### src/rtl/irmu_pkg.sv
`timescale 1ns / 1ps

package irmu_pkg;

   // memory size and derived widths
   localparam int MEM_BYTES = 4096;
   localparam int MEM_AW    = $clog2(MEM_BYTES);
   localparam int LIMIT_W   = 17;

   // request codes
   typedef enum logic [3:0] {
      OP_SET_INDEX = 4'd0,
      OP_ADD_REG   = 4'd1,
      OP_FONT_ADDR = 4'd2,
      OP_BCD       = 4'd3,
      OP_STORE     = 4'd4,
      OP_LOAD      = 4'd5,
      OP_WR_REG    = 4'd6,
      OP_WR_MEM    = 4'd7,
      OP_RD_REG    = 4'd8,
      OP_RD_MEM    = 4'd9
   } op_type;

   // input transaction
   typedef struct packed {
      logic [3:0]  req_type;
      logic [3:0]  reg_sel;
      logic [11:0] literal_addr;
      logic [7:0]  byte_value;
   } req_item_type;

   // result transaction
   typedef struct packed {
      logic [7:0]  read_data;
      logic [15:0] index_value;
      logic        error;
   } rsp_item_type;

   // controller to datapath
   typedef struct packed {
      logic       capture;
      logic       exec;
      logic       bcd_step;
      logic       store_step;
      logic       load_step;
      logic       rsp_load;
      logic [4:0] cnt;
   } cmd_type;

   // datapath to controller
   typedef struct packed {
      logic [3:0] op;
      logic [3:0] x;
      logic       err;
   } status_type;

endpackage

### src/rtl/irmu_ctrl.sv
`timescale 1ns / 1ps

module irmu_ctrl import irmu_pkg::*; (
   input  logic       clock,
   input  logic       reset,
   input  logic       req_valid,
   output logic       req_stall,
   output logic       rsp_valid,
   input  logic       rsp_stall,
   input  status_type status,
   output cmd_type    cmd
);

   typedef enum logic [5:0] {
      ST_IDLE  = 6'b000001,
      ST_EXEC  = 6'b000010,
      ST_BCD   = 6'b000100,
      ST_STORE = 6'b001000,
      ST_LOAD  = 6'b010000,
      ST_FIN   = 6'b100000
   } state_type;

   state_type  state_ff, state_in;
   logic [4:0] cnt_ff, cnt_in;
   logic       rsp_valid_ff, rsp_valid_in;
   logic       slot_free;

   assign req_stall = (state_ff != ST_IDLE);
   assign rsp_valid = rsp_valid_ff;
   assign slot_free = !rsp_valid_ff || !rsp_stall;

   // sequencer
   always_comb begin
      state_in       = state_ff;
      cnt_in         = cnt_ff;
      rsp_valid_in   = rsp_valid_ff && rsp_stall;
      cmd            = '0;
      cmd.cnt        = cnt_ff;
      case (state_ff)
         ST_IDLE: begin
            if (req_valid) begin
               cmd.capture = 1'b1;
               state_in    = ST_EXEC;
            end
         end
         ST_EXEC: begin
            cmd.exec = 1'b1;
            cnt_in   = '0;
            if (status.err) begin
               state_in = ST_FIN;
            end else begin
               case (status.op)
                  OP_BCD:   state_in = ST_BCD;
                  OP_STORE: state_in = ST_STORE;
                  OP_LOAD:  state_in = ST_LOAD;
                  default:  state_in = ST_FIN;
               endcase
            end
         end
         ST_BCD: begin
            cmd.bcd_step = 1'b1;
            cnt_in       = cnt_ff + 5'd1;
            if (cnt_ff == 5'd2) begin
               state_in = ST_FIN;
            end
         end
         ST_STORE: begin
            cmd.store_step = 1'b1;
            cnt_in         = cnt_ff + 5'd1;
            if (cnt_ff == {1'b0, status.x}) begin
               state_in = ST_FIN;
            end
         end
         ST_LOAD: begin
            // each register write takes the byte read in the step before
            cmd.load_step = 1'b1;
            cnt_in        = cnt_ff + 5'd1;
            if (cnt_ff == ({1'b0, status.x} + 5'd1)) begin
               state_in = ST_FIN;
            end
         end
         ST_FIN: begin
            if (slot_free) begin
               cmd.rsp_load = 1'b1;
               rsp_valid_in = 1'b1;
               state_in     = ST_IDLE;
            end
         end
         default: begin
            state_in = ST_IDLE;
         end
      endcase
   end

   // control registers
   always_ff @(posedge clock) begin
      if (reset) begin
         state_ff     <= ST_IDLE;
         cnt_ff       <= '0;
         rsp_valid_ff <= 1'b0;
      end else begin
         state_ff     <= state_in;
         cnt_ff       <= cnt_in;
         rsp_valid_ff <= rsp_valid_in;
      end
   end

endmodule

### config.mk
export PLATFORM = sky130hd
export DESIGN_NAME = irmu_ctrl
export DESIGN_NICKNAME = d
export VERILOG_FILES = /design/src/rtl/irmu_pkg.sv /design/src/rtl/irmu_ctrl.sv
export SDC_FILE = /design/constraint.sdc
export NUM_CORES = 1
export LEC_CHECK = 0
export ABC_AREA = 1
export BUFFER_PORTS_ARGS = -buffer_cell sky130_fd_sc_hd__buf_2
export CAP_MARGIN = 10
export CORE_MARGIN = 5
export CORE_UTILIZATION = 58
export CTS_BUF_LIST = sky130_fd_sc_hd__clkbuf_8
export DETAILED_ROUTE_END_ITERATION = 6
export PLACE_DENSITY = 0.87
export RECOVER_POWER = 50
export SLEW_MARGIN = 25
export SYNTH_ARGS = -nofsm -noshare
export SYNTH_HDL_FRONTEND = slang
export SYNTH_SLANG_ARGS = --single-unit
### constraint.sdc
create_clock -name clock -period 1.95 [get_ports clock]
set_input_delay 0.39 -clock clock [delete_from_list [all_inputs] [get_ports clock]]
set_output_delay 0.39 -clock clock [all_outputs]
set_load 0.1 [all_outputs]
# After elaboration in Yosys (flattened, before gate mapping)
# Cells that the tools add are included.
# W data, S select, Z words.
[classes]
addsub = 2
n_eq_ne = 18
n_mux = 19
n_reduce_logical = 7
[op_table]
columns = ["operator", "n"]
rows = [
  ["$mux W6", 6],
  ["$pmux W6 S6", 1],
  ["$pmux W6 S3", 1],
  ["$mux W1", 10],
  ["$ne A2 B2 Y1 const B", 5],
  ["$pmux W5 S2", 1],
  ["$eq A4 B3 Y1 const B", 2],
  ["$eq A6 B1 Y1 const B", 1],
  ["$eq A6 B2 Y1 const B", 1],
  ["$eq A6 B3 Y1 const B", 1],
  ["$eq A6 B4 Y1 const B", 1],
  ["$eq A6 B5 Y1 const B", 1],
  ["$eq A6 B6 Y1 const B", 1],
  ["$ne A6 B1 Y1 const B", 1],
  ["$add A4 B1 Y5 const B", 1],
  ["$add A5 B1 Y5 const B", 1],
  ["$eq A5 B2 Y1 const B", 1],
  ["$eq A5 B4 Y1", 1],
  ["$eq A5 B5 Y1", 1],
  ["$reduce_and A5 Y1", 1],
  ["$eq A4 B2 Y1 const B", 1],
  ["$reduce_or A3 Y1", 1],
  ["$logic_not A1 Y1", 2],
  ["$reduce_bool A2 Y1", 1],
  ["2 further kinds", 2],
]
[word_totals]
reg_bits = 12
inputBits = 13
output_inout_bits = 13

# Depth between registers and ports, before layout
# Gate-level depths: netlist of the first run.
[logic_depth]
ltp_word = 4
depth_mapped = 12
ltp_nobuf = 12

# Worst setup path before layout of the first run
# No wires, ideal clock.
[synth_timing]
kind = "register to output"
start = "register state_ff[4]"
end = "output port cmd[10] (netlist bit)"
t_arrival_ps = 2975
required_time_ps = 1560
path_slack_ps = -1415
stages_incl_launch_ff = 4
path_cell_list = "dfxtp_1 -> nor2_1 -> nand3_1 -> nor2_1"
[synth_lines]
columns = ["item", "line_no", "text"]
rows = [
  ["start, declared", "irmu_ctrl.sv:23", "state_type state_ff, state_in;"],
  ["start signal, assigned", "irmu_ctrl.sv:102", "state_ff <= state_in;"],
  ["end, declared", "irmu_ctrl.sv:11", "output cmd_type cmd"],
]

==> summary.txt, run 1 <==
=================================================================================
Result of the run                                                    finished clean
Max FO, Critical Path                                                           4
Number of enable-type register cells in the synthesized netlist                 0
Pleak                                                                 0.000693 µW
Total net switching power                                                  290 µW
Number of antenna violations at the first check in global routing               0
Total via count in the routed design                                        1,152
Starting density of the core                                                63.0%
Switching share of power                                                    36.3%
Startpoint type of the worst setup path                                      flop
Fraction of post-synthesis cell area in the top cell type by area           24.5%
Post-route clock period utilization                                         93.3%
Actual slew at the worst max-slew pin                                    0.542 ns
Reg2reg path depth                                                              8
Number of failing hold endpoints at the final stage                             0
Max-capacitance violation count                                                 0
Clk sink count                                                                 12
Maximum vdd ir drop                                                        759 µV
Top Layer Used                                                               met4
Share of async-settable or async-resettable flops after synthesis              0%
Ports placed on the boundary                                                   26
Comb power frac                                                             33.5%
Clock network fraction of design power                                      34.1%
Area of the die                                                          2620 µm²
Required time of the worst setup path                                     1.56 ns
Total global-route track usage                                              22.3%
Worst-path cell chain                                                inv_1 -> nand2_1 -> nor2_2 -> nand2_1 -> nor2_4 -> clkbuf_4
Inserted Clock Buffers                                                          3
Drt first-iter violations                                                      20
Signal arrival time at the worst endpoint                                 1.43 ns
Post-CTS Hold Buffers                                                           0
Detailed Place HPWL                                                       2.00 mm
Worst path max stage delay                                                0.33 ns
Met3 layer wire length in the routed design                                157 µm
Post-route clock skew                                                  0.00309 ns
Power density relative to cell area                                    631 nW/µm²
Final Cell Area                                                          1270 µm²
Unrepaired setup endpoints after global routing                             false
Hold Path Origin                                                        rsp_stall
Post-Syn Nets                                                                 189
Total setup buffers inserted after CTS                                          0
Most common flop cell mapped by yosys                                sky130_fd_sc_hd__dfxtp_1
Final Wtd Congestion                                                        0.871
Worst hold slack                                                         0.426 ns
Core region area                                                         1560 µm²
Placed instance area                                                     1210 µm²
Num rows                                                                       14
Avg Synthesized Cell Area                                                5.68 µm²
Slew Limit Fails                                                                0
Bufs and invs on worst path                                                     2
Proportion of layout cells with a drive suffix above 1                      22.9%
Cell depth of the worst min-delay path                                          3
Wire length reported by the detailed router                               2.46 mm
Cell types with the highest counts after synthesis                   54 x sky130_fd_sc_hd__nand2_1, 27 x sky130_fd_sc_hd__inv_1, 25 x sky130_fd_sc_hd__nor2_1
Number of global-route vias before repair                                   1,145
Number of flip-flops and latches in the synthesized netlist                    12
Standard cell with the maximum stage delay on the critical path      sky130_fd_sc_hd__dfxtp_1
Worst min path class                                                    in -> reg
Synthesis-to-finish area growth                                             29.0%
X dimension of the die                                                    51.2 µm
Flop pwr share                                                              32.5%
Worst reg2reg endpoint                                                  cnt_ff[1]
Post-Synthesis Cells                                                          173
Clock tree from TritonCTS                                                   built
Total number of nets in the final design                                      218
Overflow after GRT                                                              0
End point of the most critical hold path                                rsp_valid
Top delay family on crit path                                        simple AND/OR/NAND/NOR gates
First-pass GRT wire length                                                4.50 mm
Average wire length per cell after detail routing                         11.3 µm
Max-Slew Margin vs Limit                                                    64.0%
Achievable clock frequency                                                549 MHz
Y dimension of the die                                                    51.2 µm
Cell with the most instances after synthesis                         sky130_fd_sc_hd__nand2_1
Worst R2R Start                                                       state_ff[2]
Worst-case clock buffer depth                                                   2
Antenna viol nets, final                                                        0
Largest area contributor in the netlist                              sky130_fd_sc_hd__dfxtp_1
Drt pass-1 iters                                                                4
Crit path capture type                                                 output pin
Sequential share of the synthesized area                                    24.5%
Total length of routed met2 wires                                         1.28 mm
Routed metal-1 wire length                                                 973 µm
Syn. warnings                                                                   0
Cell chosen for the clock root                                       sky130_fd_sc_hd__clkbuf_8
DRC errors left                                                                 0
Pin count of the biggest net entering global routing                           12
Dominant cell type by count on the critical path                     sky130_fd_sc_hd__nand2_1
Cell Area, Synth                                                          982 µm²
Period minus WS final                                                     1.82 ns
Area contributors post-synth                                         sky130_fd_sc_hd__dfxtp_1 24%, sky130_fd_sc_hd__nand2_1 21%, sky130_fd_sc_hd__inv_1 10%
Clock slew seen by the registers of the worst setup and hold paths        0.05 ns
N_diodes                                                                        0
PortBufs                                                                       25
Avg Vias per Cell                                                            5.31
Power Internal                                                             510 µW
Critical path type                                                     reg -> out
Crit. path cell count                                                           6
Worst-case register-to-register setup slack                               0.39 ns
Total setup violations reported at the end of the flow                          0
Clock insertion delay at the later pin of the skew report                 0.24 ns
Final-layout setup total negative slack                                      0 ns
Synth unique cells                                                             21
Count of H-tree levels built during CTS                                         1
=================================================================================
cells by family (layout without fill, tap and decap cells):
group / Yosys count / count (layout) / synth area share [%]
adder cells (fa/ha/maj): 3 / 3 / 3.82
flip-flops: 12 / 12 / 24.5
XOR/XNOR: 1 / 1 / 0.892
buffers and inverters: 33 / 61 / 12.6
AND/OR/NAND/NOR: 112 / 112 / 51.7
AO/OA/AOI/OAI: 12 / 12 / 6.50
state kept, by name, summed over array words and instances, names as in the netlist:
signal,cells
state_ff,6
cnt_ff,5
rsp_valid,1
worst min-delay path: stages:
cell                      delay (ns)
sky130_fd_sc_hd__buf_2          0.09
sky130_fd_sc_hd__nand2_1        0.07
sky130_fd_sc_hd__a21oi_1        0.06
layout by cell type, fill, tap and decap left out, drive strengths merged, types with 3 or more instances in the layout:
cell type  instances
nand3             22
dfxtp             12
o21ai              3
buf               19
nand4              4
inv               31
ha                 3
nand2             54
clkbuf            10
nor2              29
a21oi              9
stage by stage:
| step | worst slack, ns | utilization, % | cells | total power, µW |
|---|---|---|---|---|
| final | 0.130 | 81.3 | 217 | 800 |
| after global routing | 0.0135 | 81.3 | 217 | 845 |
| after CTS | 0.0293 | 81.4 | 217 | 803 |
| after detailed placement | 0.298 | 77.8 | 213 | 533 |
| after global placement | 0.337 | 77.8 | 213 | 525 |
| after floorplan | 0.00455 | - | 173 | 466 |
how the worst max path moves through the flow:
stage,slack (ns),endpoint,start
6_report,0.13,cmd[5],state_ff[3]
5_1_grt,0.01,cmd[5],state_ff[3]
4_1_cts,0.03,cmd[5],state_ff[3]
3_5_place_dp,0.30,cmd[5],state_ff[3]
3_3_place_gp,0.34,cmd[5],state_ff[3]
2_1_floorplan,0.005,cmd[10],state_ff[4]
final cells by class:
class	instances	area, µm²
tap	16	20.0
fill	115	292
sequential	12	243
inverter	32	120
multi-input combinational	128	641
timing repair buffer	25	189
clock buffer	4	55.1
power by group through the flow:
stage               registers (µW)  logic, µW  clock network [µW]
detailed placement             264        268                   0
global route                   260        293                 292
finish                         260        268                 273
floorplan                      268        198                   0
CTS                            259        269                 275
global placement               264        262                   0
routing by layer:
| metal | GRT usage [%] | vias up |
|---|---|---|
| met5 | 0 | - |
| met4 | 8.52 | 0 |
| met3 | 5.23 | 9 |
| met2 | 41.2 | 37 |
| met1 | 24.4 | 516 |
| li1 | - | 590 |
repair_timing:
action                                 in CTS  in global routing
setup endpoints to repair                   0                  3
endpoints found under the hold margin       0                  0
resized for setup                           0                  3
Power figures use the tool's default switching activity.
==> run 2, diff against run 1 <==
Settings changed: MAX_ROUTING_LAYER set to met4.
==> summary.txt, run 2 (synthesized netlist as in run 1, its figures left out) <==
=================================================================================
Overall power                                                              807 µW   +0.91%
Worst hold slack                                                         0.435 ns   +0.00894 ns
Post-CTS Hold Buffers                                                           0   unchanged
Count of H-tree levels built during CTS                                         1   unchanged
Max-Slew Margin vs Limit                                                    64.0%   about the same
Total setup violations reported at the end of the flow                          0   unchanged
Post_cts resized                                                                0   unchanged
Number of antenna violations at the first check in global routing               0   unchanged
Register bank with the most flops                                        state_ff
Startpoint type of the worst setup path                                      flop
Crit path capture type                                                 output pin
Maximum vdd ir drop                                                        500 µV   -34%
Leading cell types in the layout, fill and taps excluded             54 x sky130_fd_sc_hd__nand2_1, 27 x sky130_fd_sc_hd__inv_1, 24 x sky130_fd_sc_hd__nor2_1
Clock insertion delay at the later pin of the skew report                 0.25 ns   about the same
Critical path type                                                     reg -> out
Pin count of the biggest net entering global routing                           12   unchanged
Ports placed on the boundary                                                   26   unchanged
Clk sink count                                                                 12   unchanged
Cell chosen for the clock root                                       sky130_fd_sc_hd__clkbuf_8
Synthesis-to-finish area growth                                             28.8%
Y dimension of the die                                                    51.2 µm   unchanged
Total global-route track usage                                              21.9%   -0.42 points
First-pass GRT wire length                                                4.30 mm   -4.4%
Power density relative to cell area                                    638 nW/µm²   +1.1%
Drt pass-1 iters                                                                4   unchanged
Top Layer Used                                                               met4
Actual slew at the worst max-slew pin                                    0.543 ns   +0.000609 ns
Inserted Clock Buffers                                                          3   unchanged
DRC errors left                                                                 0   unchanged
Wire length reported by the detailed router                               2.60 mm   +5.8%
Worst-case clock buffer depth                                                   2   unchanged
Multi-input gate area                                                     638 µm²   -0.39%
Final non-filler cell total                                                   217   unchanged
Avg Vias per Cell                                                            5.40   +1.7%
Final-layout setup total negative slack                                      0 ns   unchanged
Unrepaired setup endpoints after global routing                             false
Max-capacitance violation count                                                 0   unchanged
Max FO, Critical Path                                                           3   -1
Area of the die                                                          2620 µm²   unchanged
Final Wtd Congestion                                                        0.882   +1.3%
Antenna viol nets, final                                                        0   unchanged
Placed cell count                                                             213   unchanged
Max reg flops                                                                   6   unchanged
Num rows                                                                       14   unchanged
Post-route clock skew                                                  0.00633 ns   +0.00324 ns
Detailed Place HPWL                                                       2.06 mm   +3.4%
PortBufs                                                                       25   unchanged
Pleak                                                                 0.000693 µW   +0.10%
Met3 layer wire length in the routed design                                175 µm   +11%
Slew Limit Fails                                                                0   unchanged
Layout filler cell count                                                      121   +5.2%
Total number of nets in the final design                                      218   unchanged
Total setup buffers inserted after CTS                                          0   unchanged
Starting density of the core                                                63.0%   unchanged
Worst min path class                                                    in -> reg
Result of the run                                                    finished clean
Period minus WS final                                                     1.85 ns   +0.0288 ns
Achievable clock frequency                                                541 MHz   -1.6%
Clock slew seen by the registers of the worst setup and hold paths        0.06 ns   about the same
Total length of routed met2 wires                                         1.31 mm   +2.2%
Proportion of layout cells with a drive suffix above 1                      22.4%   -0.50 points
Overflow after GRT                                                              0   unchanged
Total via count in the routed design                                        1,172   +1.7%
Average wire length per cell after detail routing                         12.0 µm   +5.8%
Routed metal-1 wire length                                                1.03 mm   +5.3%
Clock tree from TritonCTS                                                   built
Number of global-route vias before repair                                   1,073   -6.3%
Signal arrival time at the worst endpoint                                 1.46 ns   +0.03 ns
Drt first-iter violations                                                      33   +65%
N_diodes                                                                        0   unchanged
X dimension of the die                                                    51.2 µm   unchanged
Required time of the worst setup path                                     1.56 ns   about the same
Leading cell type in the layout, fill and taps excluded              sky130_fd_sc_hd__nand2_1
Number of failing hold endpoints at the final stage                             0   unchanged
Area occupied by registers                                                243 µm²   unchanged
Core region area                                                         1560 µm²   unchanged
Post-route clock period utilization                                         94.8%   +1.5 points
=================================================================================
-- run 2: cell count changes in the layout (fill, tap and decap cells not counted), sizes merged --
cell	previous run	this run
buf	19	21
clkbuf	10	8
-- run 2: metal layers --
layer  global-route usage, %  vias up
li1                        -      595
met1                    22.2      507
met3                    5.23       15
met4                    8.97        0
met2                    39.9       55
met5                       -        -
-- run 2: area by class of cell --
type	instances	share of cell area, %
multi-input combinational	128	50.4
sequential	12	19.2
timing repair buffer	25	14.9
inverter	32	9.50
clock buffer	4	4.35
tap	16	1.58
-- run 2: report_power, final --
| group | switching (µW) | internal, µW |
|---|---|---|
| Sequential | 5.15 | 255 |
| Combinational | 195 | 76.1 |
| Clock | 97.7 | 179 |
| Total | 298 | 509 |
-- run 2: critical path: stages (launching register included) --
cell and delay, ns:
sky130_fd_sc_hd__dfxtp_1 0.33, sky130_fd_sc_hd__inv_1 0.13, sky130_fd_sc_hd__nand2_1 0.08, sky130_fd_sc_hd__nor2_2 0.16, sky130_fd_sc_hd__nand2_1 0.13, sky130_fd_sc_hd__inv_1 0.07, sky130_fd_sc_hd__clkbuf_4 0.32
-- run 2: final timing paths --
kind	startpoint	endpoint	slack [ns]	depth (start not counted)
worst max-delay path	state_ff[5]	cmd[8]	0.10	6
worst min-delay path	status[5]	state_ff[4]	0.43	3
worst max register to register	state_ff[2]	cnt_ff[4]	0.36	8
worst min register to register	cnt_ff[0]	cnt_ff[0]	0.51	2
-- run 2: metrics by stage --
step | utilization (%) | setup WS (ns) | instance area [µm²]
global route | 81.1 | 0.0469 | 1260
floorplan | - | 0.00455 | 1010
global placement | 77.8 | 0.337 | 1210
CTS | 81.4 | 0.0158 | 1270
detailed placement | 77.8 | 0.295 | 1210
finish | 81.1 | 0.101 | 1260
